==> src/awtm_pkg.sv <==
// Types and constants of the access window table manager.
// No dependencies; used by the cell and the top level.
`timescale 1ns / 1ps

package awtm_pkg;

  localparam int SlotW   = 4;
  localparam int CountW  = SlotW + 1;
  localparam int BaseW   = 20;
  localparam int TargetW = 8;
  localparam int CodeW   = 5;

  typedef enum logic [1:0] {
    STATUS_OK        = 2'd0,
    STATUS_NO_SPACE  = 2'd1,
    STATUS_NOT_FOUND = 2'd2
  } status_e;

  typedef enum logic {
    KIND_ENABLE  = 1'b0,
    KIND_DISABLE = 1'b1
  } kind_e;

  typedef enum logic [1:0] {
    ST_IDLE,
    ST_SCAN,
    ST_FINISH
  } state_e;

  // Window contents that a request compares against (enable bit implied).
  typedef struct packed {
    logic [BaseW-1:0]   base;
    logic [TargetW-1:0] target;
    logic [CodeW-1:0]   code;
  } key_t;

  // Search token passed from cell to cell.
  typedef struct packed {
    logic             valid;
    logic             hit;
    logic [SlotW-1:0] hit_slot;
    logic             free;
    logic [SlotW-1:0] free_slot;
  } token_t;

  // Broadcast write into one cell.
  typedef struct packed {
    logic             en;
    logic             clear;
    logic [SlotW-1:0] slot;
  } wr_t;

endpackage

==> src/awtm_cell.sv <==
// One access window: stored base and attributes plus one stage of the search chain.
// Depends on awtm_pkg.
`timescale 1ns / 1ps

module awtm_cell import awtm_pkg::*; (
  input  logic              clk_i,
  input  logic              rst_ni,
  input  logic [SlotW-1:0]  idx_i,
  input  logic [CountW-1:0] count_i,
  input  key_t              key_i,
  input  wr_t               wr_i,
  input  token_t            tok_i,
  output token_t            tok_o
);

  logic               en_q;
  key_t               win_q;
  token_t             tok_q;
  logic               active;
  logic               hit_here;
  logic               free_here;
  token_t             tok_d;

  assign active    = {1'b0, idx_i} < count_i;
  assign hit_here  = active && en_q && (win_q == key_i);
  assign free_here = active && !en_q;

  always_comb begin
    tok_d           = tok_i;
    tok_d.hit       = tok_i.hit | hit_here;
    tok_d.hit_slot  = tok_i.hit ? tok_i.hit_slot : idx_i;
    tok_d.free      = tok_i.free | free_here;
    tok_d.free_slot = tok_i.free ? tok_i.free_slot : idx_i;
  end

  always_ff @(posedge clk_i or negedge rst_ni) begin
    if (!rst_ni) begin
      tok_q <= '0;
    end else begin
      tok_q <= tok_d;
    end
  end

  always_ff @(posedge clk_i or negedge rst_ni) begin
    if (!rst_ni) begin
      en_q  <= 1'b0;
      win_q <= '0;
    end else if (wr_i.en && (wr_i.slot == idx_i)) begin
      if (wr_i.clear) begin
        en_q  <= 1'b0;
        win_q <= '0;
      end else begin
        en_q  <= 1'b1;
        win_q <= key_i;
      end
    end
  end

  assign tok_o = tok_q;

endmodule

==> src/access_window_table_manager.sv <==
// Flow: the accepted request's key is registered, then the search token walks one window cell
// per cycle; the token leaving the last cell is latched, and the finish state decides, writes
// and registers the result, waiting while an earlier result is still stalled on the output.
// Requests: one at a time; a new request is accepted only once the previous one has finished.
// Reset: asynchronous, active low; all windows cleared and disabled, window count 8.
// Depends on awtm_pkg and awtm_cell.
`timescale 1ns / 1ps

module access_window_table_manager import awtm_pkg::*; #(
  parameter int MAX_WINDOWS = 12
) (
  input  logic        clk_i,
  input  logic        rst_ni,
  // config: window_count
  input  logic        cfg_valid_i,
  output logic        cfg_ready_o,
  input  logic [3:0]  cfg_data_i,
  // request
  input  logic        s_axis_tvalid_i,
  output logic        s_axis_tready_o,
  input  logic [71:0] s_axis_tdata_i,   // target[7:0], base_address[39:8], window_size[71:40]
  input  logic        s_axis_tuser_i,   // kind
  // result
  output logic        m_axis_tvalid_o,
  input  logic        m_axis_tready_i,
  output logic [7:0]  m_axis_tdata_o    // status[1:0], slot[5:2], zero[7:6]
);

  state_e            state_q, state_d;
  logic [3:0]        wcount_q;
  logic [CountW-1:0] count;
  key_t              key_q;
  kind_e             kind_q;
  logic              start_q;
  token_t            fin_q, fin_d;
  logic              out_valid_q, out_valid_d;
  status_e           status_q, status_d;
  logic [SlotW-1:0]  slot_q, slot_d;
  logic              accept;
  wr_t               wr;
  token_t            tok [MAX_WINDOWS+1];
  key_t              key_new;
  logic [31:0]       size;
  logic [31:0]       lsb;
  logic [CodeW-1:0]  pos;

  assign cfg_ready_o = 1'b1;

  always_ff @(posedge clk_i or negedge rst_ni) begin
    if (!rst_ni) begin
      wcount_q <= 4'd8;
    end else if (cfg_valid_i) begin
      wcount_q <= cfg_data_i;
    end
  end

  assign count = ({1'b0, wcount_q} > CountW'(MAX_WINDOWS)) ? CountW'(MAX_WINDOWS)
                                                           : {1'b0, wcount_q};

  // size code: index of lowest set bit minus one, saturated at zero
  assign size = s_axis_tdata_i[71:40];
  assign lsb  = size & (~size + 32'd1);
  always_comb begin
    pos = '0;
    for (int b = 0; b < 32; b++) begin
      if (lsb[b]) pos = pos | CodeW'(b);
    end
  end

  assign key_new.base   = s_axis_tdata_i[39:20];
  assign key_new.target = s_axis_tdata_i[7:0];
  assign key_new.code   = (pos == '0) ? '0 : pos - CodeW'(1);

  assign s_axis_tready_o = (state_q == ST_IDLE);
  assign accept          = s_axis_tvalid_i && s_axis_tready_o;

  always_ff @(posedge clk_i) begin
    if (accept) begin
      key_q  <= key_new;
      kind_q <= kind_e'(s_axis_tuser_i);
    end
  end

  // token enters the chain once the request key is registered
  always_comb begin
    tok[0]       = '0;
    tok[0].valid = start_q;
  end

  for (genvar i = 0; i < MAX_WINDOWS; i++) begin : g_cell
    awtm_cell u_cell (
      .clk_i   (clk_i),
      .rst_ni  (rst_ni),
      .idx_i   (SlotW'(i)),
      .count_i (count),
      .key_i   (key_q),
      .wr_i    (wr),
      .tok_i   (tok[i]),
      .tok_o   (tok[i+1])
    );
  end

  always_ff @(posedge clk_i or negedge rst_ni) begin
    if (!rst_ni) begin
      state_q     <= ST_IDLE;
      out_valid_q <= 1'b0;
      start_q     <= 1'b0;
    end else begin
      state_q     <= state_d;
      out_valid_q <= out_valid_d;
      start_q     <= accept;
    end
  end

  always_ff @(posedge clk_i) begin
    fin_q    <= fin_d;
    status_q <= status_d;
    slot_q   <= slot_d;
  end

  always_comb begin
    state_d     = state_q;
    fin_d       = fin_q;
    out_valid_d = out_valid_q && !m_axis_tready_i;
    status_d    = status_q;
    slot_d      = slot_q;
    wr          = '0;
    case (state_q)
      ST_IDLE: begin
        if (accept) state_d = ST_SCAN;
      end
      ST_SCAN: begin
        if (tok[MAX_WINDOWS].valid) begin
          fin_d   = tok[MAX_WINDOWS];
          state_d = ST_FINISH;
        end
      end
      ST_FINISH: begin
        if (!out_valid_q || m_axis_tready_i) begin
          out_valid_d = 1'b1;
          state_d     = ST_IDLE;
          status_d    = STATUS_OK;
          slot_d      = fin_q.hit_slot;
          if (kind_q == KIND_ENABLE) begin
            if (!fin_q.hit) begin
              if (fin_q.free) begin
                wr.en    = 1'b1;
                wr.slot  = fin_q.free_slot;
                slot_d   = fin_q.free_slot;
              end else begin
                status_d = STATUS_NO_SPACE;
                slot_d   = '0;
              end
            end
          end else begin
            if (fin_q.hit) begin
              wr.en    = 1'b1;
              wr.clear = 1'b1;
              wr.slot  = fin_q.hit_slot;
            end else begin
              status_d = STATUS_NOT_FOUND;
              slot_d   = '0;
            end
          end
        end
      end
      default: state_d = ST_IDLE;
    endcase
  end

  assign m_axis_tvalid_o = out_valid_q;
  assign m_axis_tdata_o  = {2'b00, slot_q, status_q};

endmodule

==> config.mk <==
export PLATFORM = sky130hd
export DESIGN_NAME = access_window_table_manager
export DESIGN_NICKNAME = d
export VERILOG_FILES = /design/src/awtm_pkg.sv /design/src/awtm_cell.sv /design/src/access_window_table_manager.sv
export SDC_FILE = /design/constraint.sdc
export NUM_CORES = 1
export LEC_CHECK = 0
export ABC_CLOCK_PERIOD_IN_PS = 2120
export BUFFER_PORTS_ARGS = -buffer_cell sky130_fd_sc_hd__buf_4
export CORE_MARGIN = 2
export CORE_UTILIZATION = 56
export CTS_CLUSTER_SIZE = 16
export DETAILED_ROUTE_END_ITERATION = 7
export PLACE_DENSITY = 0.81
export SYNTH_ARGS = -nofsm -noshare
export SYNTH_HDL_FRONTEND = slang
export SYNTH_SLANG_ARGS = --single-unit
==> constraint.sdc <==
create_clock -name clk_i -period 2.12 [get_ports clk_i]
set_input_delay 0.318 -clock clk_i [delete_from_list [all_inputs] [get_ports clk_i]]
set_output_delay 0.318 -clock clk_i [all_outputs]
set_load 0.005 [all_outputs]
Word level (Yosys, flattened, before mapping)
Index checks and enable logic that the tools add are counted.
{"block": "op_classes", "addsub": 2, "order_cmp": 13, "eq_ne": 28, "mux": 157, "bitwise": 24, "n_reduce_logical": 71}
{"cell": "33-bit 2-to-1 mux", "count": 13}
{"cell": "33-bit equality test", "count": 12}
{"cell": "4-bit 2-to-1 mux", "count": 54}
{"cell": "5-bit 2-to-1 mux", "count": 16}
{"cell": "1-bit logical AND", "count": 50}
{"cell": "2-bit 2-to-1 mux", "count": 25}
{"cell": "6-bit 2-to-1 mux", "count": 7}
{"cell": "1-bit 2-to-1 mux", "count": 35}
{"cell": "32-bit by 1-bit adder with 32-bit output, second input constant", "count": 1}
{"cell": "32-bit AND", "count": 1}
{"cell": "32-bit inverter", "count": 1}
{"cell": "1-bit bitwise OR", "count": 22}
{"cell": "10-bit 2-to-1 mux", "count": 2}
{"cell": "4-bit by 3-bit equality test with 1-bit output, second input constant", "count": 4}
{"cell": "4-bit equality test, second input constant", "count": 4}
{"cell": "3-bit by 4-bit less-than comparator with 1-bit output, first input constant", "count": 4}
{"cell": "4-bit less-than comparator, first input constant", "count": 4}
{"cell": "1-bit logical NOT", "count": 14}
{"cell": "3-bit 2-to-1 mux", "count": 4}
{"cell": "4-bit by 2-bit equality test with 1-bit output, second input constant", "count": 2}
{"cell": "1-bit by 4-bit less-than comparator with 1-bit output, first input constant", "count": 2}
{"cell": "2-bit by 4-bit less-than comparator with 1-bit output, first input constant", "count": 2}
{"cell": "2-bit one-hot mux with 3 select lines", "count": 1}
{"cell": "5-bit logical NOT", "count": 1}
{"cell": "12 further kinds", "count": 14}
{"block": "totals", "register_bits": 590, "output_inout_bits": 11, "word_cells": 415}

Logic depth before layout (Yosys ltp)
{"block": "logic_depth", "word_depth": 35, "ltp_mapped": 10, "mapped_depth_nobuf": 9}

Modules after synthesis
A second synthesis with hierarchy kept.
{"block": "hier_totals", "cells_unflattened": 2967, "area_unflattened_um2": 30420.4}
{"module": "awtm_cell", "n_inst": 12, "cells_per_inst": 228, "area_each_um2": 2299.7}
{"module": "access_window_table_manager", "n_inst": 1, "cells_per_inst": 231, "area_each_um2": 2824.0}

Worst setup path after synthesis
Ideal clock, no wire load.
{"block": "synth_timing", "kind": "input -> register", "startpoint": "input port s_axis_tdata_i[43]", "endpoint": "register key_q[2] in the netlist's numbering (data pin)", "setup_time_ps": 260, "t_arrival_ps": 2103, "t_required_ps": 1860, "slack_ps": -243, "stages": 6, "cell_sequence": "nor4_1 -> nand4_1 -> a2111oi_1 -> nor3_1 -> ha_1 -> mux2_2"}
{"block": "synth_between", "elab_chain_cells": 33}
{"item": "from (decl)", "line": "access_window_table_manager.sv:21", "rtl": "input logic [71:0] s_axis_tdata_i,"}
{"item": "32-bit inverter", "line": "access_window_table_manager.sv:62", "rtl": "assign lsb = size & (~size + 32'd1);"}
{"item": "32-bit by 1-bit adder with 32-bit output", "line": "access_window_table_manager.sv:62"}
{"item": "32-bit AND (*)", "line": "access_window_table_manager.sv:62"}
{"item": "2-bit 2-to-1 mux", "line": "access_window_table_manager.sv:66", "rtl": "if (lsb[b]) pos = pos | CodeW'(b);"}
{"item": "3-bit 2-to-1 mux (4 in series)", "line": "access_window_table_manager.sv:66"}
{"item": "4-bit 2-to-1 mux (8 in series)", "line": "access_window_table_manager.sv:66"}
{"item": "5-bit 2-to-1 mux (15 in series)", "line": "access_window_table_manager.sv:66"}
{"item": "5-bit 2-to-1 mux (*)", "line": "access_window_table_manager.sv:66"}
{"item": "5-bit by 1-bit subtractor with 5-bit output / 5-bit logical NOT (equally long branches)", "line": "access_window_table_manager.sv:72", "rtl": "assign key_new.code = (pos == '0) ? '0 : pos - CodeW'(1);"}
{"item": "to (signal assigned)", "line": "access_window_table_manager.sv:79", "rtl": "key_q <= key_new;"}
{"item": "to (decl)", "line": "access_window_table_manager.sv:32", "rtl": "key_t key_q;"}
Mark *: on every way between the ends. The rest lies on a longest branch, timed or not.
A chain may end at the register's enable or synchronous reset.

==> results.py <==
metrics = {
    "drt": {
        "remaining_drc_errors": 0,
        "dr.pass1.iters": 5,
        "drt_iter0_drc": 2056,
        "vias_per_cell": 6.32,
        "avgRoutedWirePerCell_um": 29.8,
        "vias": 18600,
        "wl_um": 87800,
        "ant_nets": 0,
    },
    "placement": {
        "place.gp.congestion": 0.921,
        "dpl.cell_count": 2742,
        "port_buffers": 77,
        "hpwlAfterDp_um": 50900,
        "dp_slack_ns": -0.454,
    },
    "power": {
        "switchingPower_mw": 6.28,
        "p_seq_frac": 0.461,
        "ir_drop_v": 0.000805,
        "power.density_nw_per_um2": 738,
        "p_clk_frac": 0.423,
        "p_leak_nw": 15.8,
        "p_int_mw": 18.3,
        "comb_power_share": 0.117,
        "fin_total_pwr_mw": 24.6,
        "switching_share": 0.255,
    },
    "synthesis": {
        "synthTopCellsByArea": "dfrtp_1 50%, mux2_2 15%, xnor2_1 7.8%, edfxtp_1 5.8%, xor2_1 5.7%",
        "synth_seq_cells": 568,
        "ys_warn_count": 0,
        "synth_seq_area_share": 0.559,
        "synth_cells": 1925,
        "synth-edff-count": 50,
        "synth_area_um2": 25900,
        "yosys-top-cells-count": "517 x dfrtp_1, 350 x mux2_2, 229 x xnor2_1",
        "avgSynthCellArea_um2": 13.4,
        "synth.top_cell.area_share": 0.500,
        "synth_cell_types": 66,
        "ys.flop_type": "dfrtp_1",
        "yosysMostFrequentCell": "dfrtp_1",
        "yosys.area.top_type": "dfrtp_1",
        "async_flop_share": 0.912,
    },
    "timing": {
        "max_freq_mhz": 373,
        "slew-limit-headroom": 0.324,
        "rsz0062_at_grt": "true",
        "worst_pin_slew_ns": 1.01,
        "finalHoldViolations": 0,
        "holdWs_ns": 0.0409,
        "fin_skew_ns": 0.0270,
        "report.final.slew_viol_count": 0,
        "setup_viol": 410,
        "period_needed_ns": 2.68,
        "setup_ws_ns": -0.561,
        "fin_crit_sh": 1.26,
    },
    "final_layout": {
        "fin_cells": 2950,
        "area_growth_pct": 28.8,
        "final_nets": 2384,
        "final_layout_size_suffix_gt1_frac": 0.412,
    },
    "global_route": {
        "grt_pass1_wl_um": 124000,
        "grt_max_degree": 67,
        "grt-ovfl-total": 0,
        "grtUsageTotal": 0.354,
        "antenna_found_initial": 4,
        "grt_pass1_vias": 19300,
    },
    "worst_setup_path": {
        "crit_path_end_kind": "flop",
        "reg2reg_slack_ns": -0.56,
        "cp_max_fo": 7,
        "startpoint_type": "flop",
        "r2r_end": "g_cell[10].u_cell.tok_o[9]",
        "reg2reg_depth": 7,
        "cp.arrival_ns": 3.22,
        "worst-setup-path-type": "flop to flop",
        "required_ns": 2.66,
        "reg2reg_from": "key_q[16]",
    },
    "clock_tree": {
        "path_clk_slew_ns": 0.07,
        "cts_tree": "done",
        "cts.sinks": 568,
        "h-tree-depth": 2,
        "clockRootBuffer": "clkbuf_16",
        "clock_latency_ns": 0.63,
        "cts_buffers": 56,
        "cts.path.max_buffers": 3,
    },
    "outcome": {
        "failed_checks": "setup timing",
        "outcome": "complete, but fails checks",
    },
    "floorplanning": {
        "die_h_um": 219,
        "core_area_um2": 45500,
        "dieArea_um2": 47900,
        "initial_core_util": 0.569,
        "num_io_pins": 93,
        "die_x_um": 219,
        "num_rows": 78,
    },
    "min_path": {
        "min_path_type": "primary input to flop",
        "holdPathEnd": "state_q[0]",
        "min_path_cells": 3,
        "hp-start": "s_axis_tvalid_i",
    },
    "job": {
        "drv_cap": 0,
    },
}
-- through the flow --
stage	util	cell area, um^2	setup TNS (ns)
2_1_floorplan	-	26100	-10.91
3_3_place_gp	0.646	29400	-24.01
3_5_place_dp	0.646	29400	-43.85
4_1_cts	0.720	32800	-33.63
5_1_grt	0.733	33300	-80.37
6_report	0.733	33300	-67.64
-- how the worst max path moves through the flow --
stage | to | slack (ns) | start | cells past startpoint
after floorplan | g_cell[1].u_cell.win_q[25] | -0.12 | kind_q | 7
after global routing | g_cell[10].u_cell.tok_o[9] | -0.54 | key_q[16] | 7
final | g_cell[10].u_cell.tok_o[9] | -0.56 | key_q[16] | 7
after CTS | g_cell[9].u_cell.win_q[7] | -0.17 | kind_q | 9
after detailed placement | g_cell[9].u_cell.win_q[23] | -0.45 | m_axis_tready_i | 7
after global placement | g_cell[1].u_cell.win_q[23] | -0.40 | m_axis_tready_i | 7
-- kinds of logic (layout without fill, tap and decap cells) --
logic type / after synthesis / after routing / share of synthesized area
DFF: 568 / 568 / 0.559
muxes: 402 / 402 / 0.179
xor gates and xnor gates: 396 / 396 / 0.134
and+or+nand+nor: 323 / 323 / 0.0754
buffers and inverters: 149 / 570 / 0.0278
AOI/OAI and AO/OA: 84 / 84 / 0.0239
other: 2 / 6 / 0.000290
adders and majority gates: 1 / 1 / 0.000484
-- critical path, cell delays in order (launching register included) --
cell and delay, ns:
edfxtp_1 0.40, buf_4 0.22, buf_4 0.21, xnor2_1 0.33
nand4_1 0.45, nor4_4 0.57, buf_4 0.20, a41o_1 0.22
-- routing by layer --
layer,GRT usage,wire (um),vias to the layer above,share of wire
li1,-,-,7400,-
met1,0.443,31000,9460,0.35
met2,0.547,39300,1316,0.45
met3,0.0880,10300,457,0.12
met4,0.235,7280,0,0.083
met5,0,0,-,0
-- cell usage in the layout (no fill, tap or decap), types with 17 or more instances in the layout --
master / count
a21oi_1: 17
nand4_1: 69
o21ai_0: 18
nor2_1: 30
edfxtp_1: 50
buf_6: 18
inv_1: 17
nor4_1: 40
xor2_1: 165
dfrtp_1: 517
clkbuf_16: 62
nand2b_1: 36
buf_4: 307
and2_1: 27
mux2_4: 141
mux2_2: 257
nor2b_1: 25
xnor2_1: 229
buf_12: 64
dlygate4sd3_1: 38
nor4_2: 18
-- cell type report --
cell class	instances	area (um^2)
sequential	568	14500
fill	2532	12200
multi-input combinational	1209	11400
timing repair buffer	448	4720
clock buffer	86	1690
tap	600	751
clock inverter	18	198
inverter	18	67.6
antenna	3	7.51
-- repair_timing --
| action | in CTS | in global routing |
|---|---|---|
| hold buffers | 38 | 0 |
| pin swaps | 10 | 14 |
| setup buffers | 32 | 14 |
| resized for setup | 85 | 97 |
| gates cloned | 16 | 7 |
| endpoints found under the setup margin | 394 | 412 |
| hold endpoints to repair | 78 | 0 |
-- flip-flops by register name, indices dropped and copies added, names as in the netlist --
signal and count:
fin_q 10, wcount_q 4, state_q 2, slot_q 4, start_q 1, g_cell.u_cell.tok_o 102
m_axis_tvalid_o 1, g_cell.u_cell.win_q 396, kind_q 1, status_q 2, key_q 33, g_cell.u_cell.en_q 12
-- power by group through the flow --
stage	Sequential (mW)	Combinational [mW]	Clock (mW)
final	11.3	2.87	10.4
after CTS	11.3	2.66	10.3
after floorplan	11.5	1.11	0
after detailed placement	11.5	2.52	0
after global placement	11.5	2.47	0
after global routing	11.3	2.97	10.8
(Power assumes the default switching activity.)
